## src/tsq_pkg.sv

```systemverilog
package tsq_pkg;

   localparam int FRAME_W   = 31;
   localparam int PAYLOAD_W = 32;
   localparam int HELD_W    = 7;

   localparam logic CMD_INSERT = 1'b0;
   localparam logic CMD_PULL   = 1'b1;

   typedef struct packed {
      logic                 command;
      logic [FRAME_W-1:0]   release_frame;
      logic [PAYLOAD_W-1:0] entry_payload;
      logic [FRAME_W-1:0]   current_frame;
   } req_type;

   typedef struct packed {
      logic                 released;
      logic [PAYLOAD_W-1:0] released_payload;
      logic                 insert_dropped;
      logic [HELD_W-1:0]    entries_held;
   } rsp_type;

   typedef struct packed {
      logic [FRAME_W-1:0]   frame;
      logic [PAYLOAD_W-1:0] payload;
   } entry_type;

   typedef enum logic [2:0] {
      ST_IDLE,
      ST_SCAN,
      ST_PLACE,
      ST_PULL,
      ST_DONE
   } state_type;

endpackage

```

## src/timed_release_sorted_queue_core.sv

```systemverilog
// An insert walks down from the tail: each held entry with a later frame is moved
// up one slot while the slot below it is read, then the new entry is written.
// A pull reads the head entry; a dropped insert or an empty pull goes to the response.
// An item is accepted in the cycle after its predecessor's response is loaded, so
// the block holds one item at a time and the insertion walk sets the worst case.
// Reset clears the head, count and handshake state; store contents stay undefined.
module timed_release_sorted_queue_core #(
   parameter int CAPACITY = 64
) (
   input  logic             clock,
   input  logic             reset,
   input  logic             req_valid,
   output logic             req_stall,
   input  tsq_pkg::req_type req_data,
   output logic             rsp_valid,
   input  logic             rsp_stall,
   output tsq_pkg::rsp_type rsp_data
);

   localparam int IDX_W = $clog2(CAPACITY);
   localparam int CNT_W = $clog2(CAPACITY + 1);
   localparam int SUM_W = CNT_W + 1;

   function automatic logic [IDX_W-1:0] slot_of(input logic [IDX_W-1:0] head,
                                                input logic [CNT_W-1:0] off);
      logic [SUM_W-1:0] sum;
      sum = SUM_W'(head) + SUM_W'(off);
      if (sum >= SUM_W'(CAPACITY)) begin
         sum = sum - SUM_W'(CAPACITY);
      end
      return sum[IDX_W-1:0];
   endfunction

   tsq_pkg::state_type state_ff, state_in;
   logic                            cmd_ff, cmd_in;
   logic [tsq_pkg::FRAME_W-1:0]     frame_ff, frame_in;
   logic [tsq_pkg::PAYLOAD_W-1:0]   payload_ff, payload_in;
   logic [tsq_pkg::FRAME_W-1:0]     now_ff, now_in;
   logic [CNT_W-1:0]                pos_ff, pos_in;
   logic [IDX_W-1:0]                head_ff, head_in;
   logic [CNT_W-1:0]                count_ff, count_in;
   logic                            rel_ff, rel_in;
   logic [tsq_pkg::PAYLOAD_W-1:0]   relpay_ff, relpay_in;
   logic                            drop_ff, drop_in;
   logic                            rsp_valid_ff, rsp_valid_in;
   tsq_pkg::rsp_type                rsp_data_ff, rsp_data_in;

   logic                wr_en;
   logic [IDX_W-1:0]    wr_addr;
   tsq_pkg::entry_type  wr_entry;
   logic                rd_en;
   logic [IDX_W-1:0]    rd_addr;
   tsq_pkg::entry_type  rd_entry;

   logic req_accept;
   logic store_full;
   logic store_empty;
   logic scan_later;
   logic pull_due;
   logic rsp_free;

   tsq_store #(
      .DEPTH (CAPACITY),
      .IDX_W (IDX_W)
   ) u_store (
      .clock    (clock),
      .wr_en    (wr_en),
      .wr_addr  (wr_addr),
      .wr_entry (wr_entry),
      .rd_en    (rd_en),
      .rd_addr  (rd_addr),
      .rd_entry (rd_entry)
   );

   assign req_stall   = (state_ff != tsq_pkg::ST_IDLE);
   assign req_accept  = req_valid && !req_stall;
   assign store_full  = (count_ff == CNT_W'(CAPACITY));
   assign store_empty = (count_ff == '0);
   assign scan_later  = (rd_entry.frame > frame_ff);
   assign pull_due    = (rd_entry.frame <= now_ff);
   assign rsp_free    = !rsp_valid_ff || !rsp_stall;

   always_comb begin
      state_in = state_ff;
      case (state_ff)
         tsq_pkg::ST_IDLE: begin
            if (req_accept) begin
               if (req_data.command == tsq_pkg::CMD_INSERT) begin
                  if (store_full) begin
                     state_in = tsq_pkg::ST_DONE;
                  end else if (store_empty) begin
                     state_in = tsq_pkg::ST_PLACE;
                  end else begin
                     state_in = tsq_pkg::ST_SCAN;
                  end
               end else if (store_empty) begin
                  state_in = tsq_pkg::ST_DONE;
               end else begin
                  state_in = tsq_pkg::ST_PULL;
               end
            end
         end
         tsq_pkg::ST_SCAN: begin
            if (!scan_later) begin
               state_in = tsq_pkg::ST_DONE;
            end else if (pos_ff == CNT_W'(1)) begin
               state_in = tsq_pkg::ST_PLACE;
            end
         end
         tsq_pkg::ST_PLACE: state_in = tsq_pkg::ST_DONE;
         tsq_pkg::ST_PULL:  state_in = tsq_pkg::ST_DONE;
         tsq_pkg::ST_DONE: begin
            if (rsp_free) begin
               state_in = tsq_pkg::ST_IDLE;
            end
         end
         default: state_in = tsq_pkg::ST_IDLE;
      endcase
   end

   always_comb begin
      cmd_in       = cmd_ff;
      frame_in     = frame_ff;
      payload_in   = payload_ff;
      now_in       = now_ff;
      pos_in       = pos_ff;
      head_in      = head_ff;
      count_in     = count_ff;
      rel_in       = rel_ff;
      relpay_in    = relpay_ff;
      drop_in      = drop_ff;
      rsp_valid_in = rsp_valid_ff && rsp_stall;
      rsp_data_in  = rsp_data_ff;
      wr_en        = 1'b0;
      wr_addr      = slot_of(head_ff, pos_ff);
      wr_entry     = '{frame: frame_ff, payload: payload_ff};
      rd_en        = 1'b0;
      rd_addr      = head_ff;
      case (state_ff)
         tsq_pkg::ST_IDLE: begin
            if (req_accept) begin
               cmd_in     = req_data.command;
               frame_in   = req_data.release_frame;
               payload_in = req_data.entry_payload;
               now_in     = req_data.current_frame;
               pos_in     = count_ff;
               rel_in     = 1'b0;
               relpay_in  = '0;
               drop_in    = (req_data.command == tsq_pkg::CMD_INSERT) && store_full;
               if (!store_empty && !(req_data.command == tsq_pkg::CMD_INSERT && store_full))
               begin
                  rd_en = 1'b1;
                  if (req_data.command == tsq_pkg::CMD_INSERT) begin
                     rd_addr = slot_of(head_ff, count_ff - CNT_W'(1));
                  end
               end
            end
         end
         tsq_pkg::ST_SCAN: begin
            // The slot two below pos is read while the later entry from the slot below
            // moves up into pos, so the read and the shift overlap.
            wr_en = 1'b1;
            if (scan_later) begin
               wr_entry = rd_entry;
               pos_in   = pos_ff - CNT_W'(1);
               if (pos_ff != CNT_W'(1)) begin
                  rd_en   = 1'b1;
                  rd_addr = slot_of(head_ff, pos_ff - CNT_W'(2));
               end
            end else begin
               count_in = count_ff + CNT_W'(1);
            end
         end
         tsq_pkg::ST_PLACE: begin
            wr_en    = 1'b1;
            count_in = count_ff + CNT_W'(1);
         end
         tsq_pkg::ST_PULL: begin
            if (pull_due) begin
               rel_in    = 1'b1;
               relpay_in = rd_entry.payload;
               head_in   = (head_ff == IDX_W'(CAPACITY - 1)) ? '0 : head_ff + IDX_W'(1);
               count_in  = count_ff - CNT_W'(1);
            end
         end
         tsq_pkg::ST_DONE: begin
            if (rsp_free) begin
               rsp_valid_in                 = 1'b1;
               rsp_data_in.released         = rel_ff;
               rsp_data_in.released_payload = relpay_ff;
               rsp_data_in.insert_dropped   = drop_ff;
               rsp_data_in.entries_held     = tsq_pkg::HELD_W'(count_ff);
            end
         end
         default: begin
         end
      endcase
   end

   always_ff @(posedge clock) begin
      if (reset) begin
         state_ff     <= tsq_pkg::ST_IDLE;
         head_ff      <= '0;
         count_ff     <= '0;
         rsp_valid_ff <= 1'b0;
      end else begin
         state_ff     <= state_in;
         head_ff      <= head_in;
         count_ff     <= count_in;
         rsp_valid_ff <= rsp_valid_in;
      end
   end

   always_ff @(posedge clock) begin
      cmd_ff      <= cmd_in;
      frame_ff    <= frame_in;
      payload_ff  <= payload_in;
      now_ff      <= now_in;
      pos_ff      <= pos_in;
      rel_ff      <= rel_in;
      relpay_ff   <= relpay_in;
      drop_ff     <= drop_in;
      rsp_data_ff <= rsp_data_in;
   end

   assign rsp_valid = rsp_valid_ff;
   assign rsp_data  = rsp_data_ff;

`ifndef SYNTHESIS
   // The count never passes the store depth.
   assert property (@(posedge clock) disable iff (reset) count_ff <= CNT_W'(CAPACITY))
      else $error("entry count exceeds capacity");

   // An insert into a full store goes straight to the response with the drop flag.
   assert property (@(posedge clock) disable iff (reset)
      req_accept && req_data.command == tsq_pkg::CMD_INSERT && store_full
      |=> state_ff == tsq_pkg::ST_DONE && drop_ff && !rel_ff)
      else $error("full-store insert not dropped");

   // A due pull removes exactly one entry and advances the head.
   assert property (@(posedge clock) disable iff (reset)
      state_ff == tsq_pkg::ST_PULL && pull_due
      |=> count_ff == $past(count_ff) - CNT_W'(1) && head_ff != $past(head_ff))
      else $error("pull did not remove the head entry");

   // Only an insert moves through the walk states.
   assert property (@(posedge clock) disable iff (reset)
      (state_ff == tsq_pkg::ST_SCAN || state_ff == tsq_pkg::ST_PLACE)
      |-> cmd_ff == tsq_pkg::CMD_INSERT && !store_full)
      else $error("walk state entered without a pending insert");
`endif

endmodule

```

## src/tsq_store.sv

```systemverilog
module tsq_store #(
   parameter int DEPTH = 64,
   parameter int IDX_W = 6
) (
   input  logic                clock,
   input  logic                wr_en,
   input  logic [IDX_W-1:0]    wr_addr,
   input  tsq_pkg::entry_type  wr_entry,
   input  logic                rd_en,
   input  logic [IDX_W-1:0]    rd_addr,
   output tsq_pkg::entry_type  rd_entry
);

   tsq_pkg::entry_type mem_ff [DEPTH];
   tsq_pkg::entry_type rd_entry_ff;

   always_ff @(posedge clock) begin
      if (wr_en) begin
         mem_ff[wr_addr] <= wr_entry;
      end
   end

   always_ff @(posedge clock) begin
      if (rd_en) begin
         rd_entry_ff <= mem_ff[rd_addr];
      end
   end

   assign rd_entry = rd_entry_ff;

endmodule
```

## config.mk

```make
export PLATFORM = sky130hd
export DESIGN_NAME = timed_release_sorted_queue_core
export DESIGN_NICKNAME = d
export VERILOG_FILES = /design/src/tsq_pkg.sv /design/src/timed_release_sorted_queue_core.sv /design/src/tsq_store.sv
export SDC_FILE = /design/constraint.sdc
export NUM_CORES = 2
export LEC_CHECK = 0
export ABC_AREA = 0
export BUFFER_PORTS_ARGS = -buffer_cell sky130_fd_sc_hd__buf_2
export CORE_MARGIN = 4
export CORE_UTILIZATION = 25
export DETAILED_ROUTE_END_ITERATION = 8
export GPL_TIMING_DRIVEN = 0
export PLACE_DENSITY = 0.43
export SETUP_SLACK_MARGIN = 0.4
export SLEW_MARGIN = 20
export SYNTH_ARGS = -nofsm -noshare
export SYNTH_HDL_FRONTEND = slang
export SYNTH_SLANG_ARGS = --single-unit
```

## constraint.sdc

```tcl
create_clock -name clock -period 9.75 [get_ports clock]
set_input_delay 0.975 -clock clock [delete_from_list [all_inputs] [get_ports clock]]
set_output_delay 0.975 -clock clock [all_outputs]
set_load 0.02 [all_outputs]
```

==> flow_summary.toml <==
[power_and_ir_drop]
p_clk_share_pct = 33.7
p_int_mw = 35.9
finalPower_mw = 52.8
comb_power_share_pct = 23.3
p_per_area_mw_per_mm2 = 261
seq_power_share_pct = 42.9
p_leak_nw = 64.2
max-vdd-ir-drop_v = 0.000177
p_sw_mw = 16.9
switching_share_pct = 32.0

[cts]
clkLatencyLatePin_ns = 1.07
cts.sinks = 4288
htreeDepth = 5
numCtsBuffers = 467
clk_path_buf_depth = 4
postCtsResizedCells = 0
cts_root_buf = "clkbuf_16"
cts_tree = "built"
clk_pin_slew_ns = 0.06

[worst_setup_path]
crit_chain = "ha_1 -> a21oi_1 -> a21oi_1 -> o21ai_4 -> a2111oi_2 -> a31o_1 -> buf_4 -> mux2_2 -> nand2_1 -> buf_2 -> buf_2 -> buf_2 -> buf_2 -> buf_2 -> nand2_1 -> a31oi_1 -> a22oi_1 -> a211oi_4"
cp_top_family = "buffers and inverters"
cpMostUsedCell = "buf_2"
reg2regPathDepth = 18
startpoint = "u_store.rd_entry[34]"
crit_type = "flop to flop"
path_buf_inv = 6
r2r_start = "u_store.rd_entry[34]"
cp.depth = 18
cpMaxStageDelayCell = "edfxtp_1"
slowest_delay_ns = 1.05
crit_path_start_kind = "flop"
rrSetupSlack_ns = 1.40
endpoint = "u_store.rd_entry[55]"
r2r-end = "u_store.rd_entry[55]"
critPathArrivalTime_ns = 9.06
cp.required_ns = 10.45
crit_path_end_kind = "flop"
crit_fanout = 10

[synthesis]
yosys_most_used_dff = "edfxtp_1"
ys_seq_area_share_pct = 77.9
synth_adder_area_share_pct = 0.666
synth_most_common_cell = "edfxtp_1"
synth_seq_cells = 4288
yosys_warnings = 0
synthCells = 8279
synth_top_family_by_area = "multiplexers"
synthSimpleGateAreaFrac_pct = 3.71
synthMuxAreaShare_pct = 11.5
synth-xor-area-share_pct = 0.195
synthesis.area_mm2 = 0.165
syn_avg_cell_area_um2 = 19.9
synth_nets = 8464
synth.area.top_cells = "edfxtp_1, mux4_2, a22oi_1"
synth_commonest_cells = "edfxtp_1, mux4_2, nand2_1"
synth_compound_area_share_pct = 4.51
yosysTopAreaCell = "edfxtp_1"
synth-edff-count = 4271
synth_top_area_share_pct = 77.7
async_flop_share_pct = 0
ys_types = 74

[grt]
antenna_found_initial = 65
grt_max_degree = 65
grt_pass1_vias = 91100
grt_use_total_pct = 19.1
grt_pass1_wl_mm = 867
grt_overflow = 0

[floorplanning]
design.die.area_mm2 = 0.673
pin_count = 142
row_count = 298
die_x_um = 820
die_h_um = 820
core_mm2 = 0.658
start_util_pct = 25.1

[place]
numPortBuffers = 140
dp_cells = 17500
hpwl_mm = 482
place_congestion = 0.862

[run_status]
status = "finished, final reports clean"

[route]
totalWireLength_mm = 664
drcViolationCount = 0
drt_iter0_markers = 12900
num_vias = 92800
first_pass_iters = 7
via_per_inst = 5.04
postRouteAntennaNets = 0
wl_per_cell_um = 36.0

[final_layout]
fin_util_pct = 30.7
nets = 9491
syn_to_final_growth_pct = 22.4
drive_gt1_share_pct = 25.1
finalNonFillerCells = 18400
fillCellCount = 63400

[timing]
hold_slack_ns = 0.0969
final.period_utilization_pct = 85.7
finalCriticalPeriod_ns = 8.35
rsz0062_at_grt = "no"
slew_headroom_pct = 18.1
fin_worst_skew_ns = 0.0975
slew_violations = 0
worstMarginPinSlew_ns = 1.22
fmaxAchievable_mhz = 120
setup_viol_count_final = 0
hold_viol = 0

[hold_path]
hp-class = "input port to flop"

[job]
drv_cap = 0
[cell families after synthesis]
group,Yosys count
buffers and inverters,552
XOR/XNOR,35
flip-flops,4288
AO/OA/AOI/OAI,1073
AND/OR/NAND/NOR,1346
multiplexers,899
adder cells (fa/ha/maj),86
[power by group through the flow]
stage                     Combinational (mW)  Clock [mW]  Sequential (mW)
after floorplan                         5.74           0             22.9
after global placement                  11.9           0             23.6
after detailed placement                12.3           0             23.1
after CTS                               12.4        18.1             22.7
after global routing                    12.8        18.9             22.7
final                                   12.3        17.8             22.7
[layout by cell type, fill, tap and decap left out, types with 48 or more instances in the layout]
| cell type | instances |
|---|---|
| clkbuf_16 | 468 |
| clkinv_2 | 85 |
| nand2_1 | 700 |
| clkinv_1 | 118 |
| mux2_4 | 58 |
| a21oi_1 | 221 |
| edfxtp_1 | 4271 |
| buf_16 | 146 |
| buf_2 | 307 |
| nor2_1 | 65 |
| bufinv_16 | 48 |
| ha_1 | 83 |
| clkbuf_2 | 54 |
| inv_1 | 77 |
| a22oi_1 | 368 |
| buf_1 | 51 |
| clkbuf_1 | 240 |
| buf_12 | 226 |
| a31oi_1 | 124 |
| nor2_4 | 66 |
| mux4_2 | 786 |
| and3_1 | 124 |
| nand3_1 | 218 |
| a211oi_1 | 108 |
[registers in the layout, summed over array words and instances, names as in the netlist, 3 cells and up]
register and flops:
u_store.mem_ff 4032, head_ff 6, frame_ff 31, payload_ff 32
now_ff 31, count_ff 7, state_ff 3, relpay_ff 32
u_store.rd_entry 63, rsp_data 41, pos_ff 7
[metal layers]
| metal | vias up | share of wire (%) | wire length (µm) | global-route usage [%] |
|---|---|---|---|---|
| met5 | - | 0.012 | 79 | 0 |
| met4 | 12 | 4.7 | 30900 | 7.16 |
| met3 | 1059 | 7.8 | 52000 | 3.23 |
| met2 | 4775 | 47 | 315000 | 31.5 |
| met1 | 50600 | 40 | 266000 | 25.3 |
| li1 | 36400 | - | - | - |
[repair_timing]
action,in CTS,in global routing
hold endpoints to repair,23,0
buffers inserted,0,0
hold buffers,23,0
[final cells by class]
type	count	area [µm²]	area share [%]
sequential	4288	129000	63.7
multi-input combinational	3439	34800	17.2
clock buffer	566	12100	5.99
tap	8700	10900	5.39
timing repair buffer	558	9790	4.85
clock inverter	304	3120	1.54
buffer	474	2340	1.16
inverter	78	300	0.149
antenna	27	67.6	0.0334
[through the flow]
| stage | TNS, ns | area, µm² | worst slack [ns] |
|---|---|---|---|
| floorplan | 0 | 165000 | 3.10 |
| global placement | -9513.20 | 177000 | -10.46 |
| detailed placement | 0 | 186000 | 1.48 |
| CTS | 0 | 202000 | 1.37 |
| global route | 0 | 202000 | 1.45 |
| finish | 0 | 202000 | 1.40 |
[worst min path at each step]
stage | slack (ns) | to | cells past startpoint | startpoint
global route | 0.03 | frame_ff[25] | 1 | req_data[88]
detailed placement | 0.41 | rsp_data[29] | 0 | relpay_ff[21]
global placement | 0.41 | rsp_data[23] | 0 | relpay_ff[15]
CTS | 0.001 | frame_ff[25] | 1 | req_data[88]
finish | 0.1 | frame_ff[28] | 1 | req_data[91]
floorplan | 0.40 | rsp_data[10] | 0 | relpay_ff[2]
No activity file was read; power rests on OpenSTA's default activity.
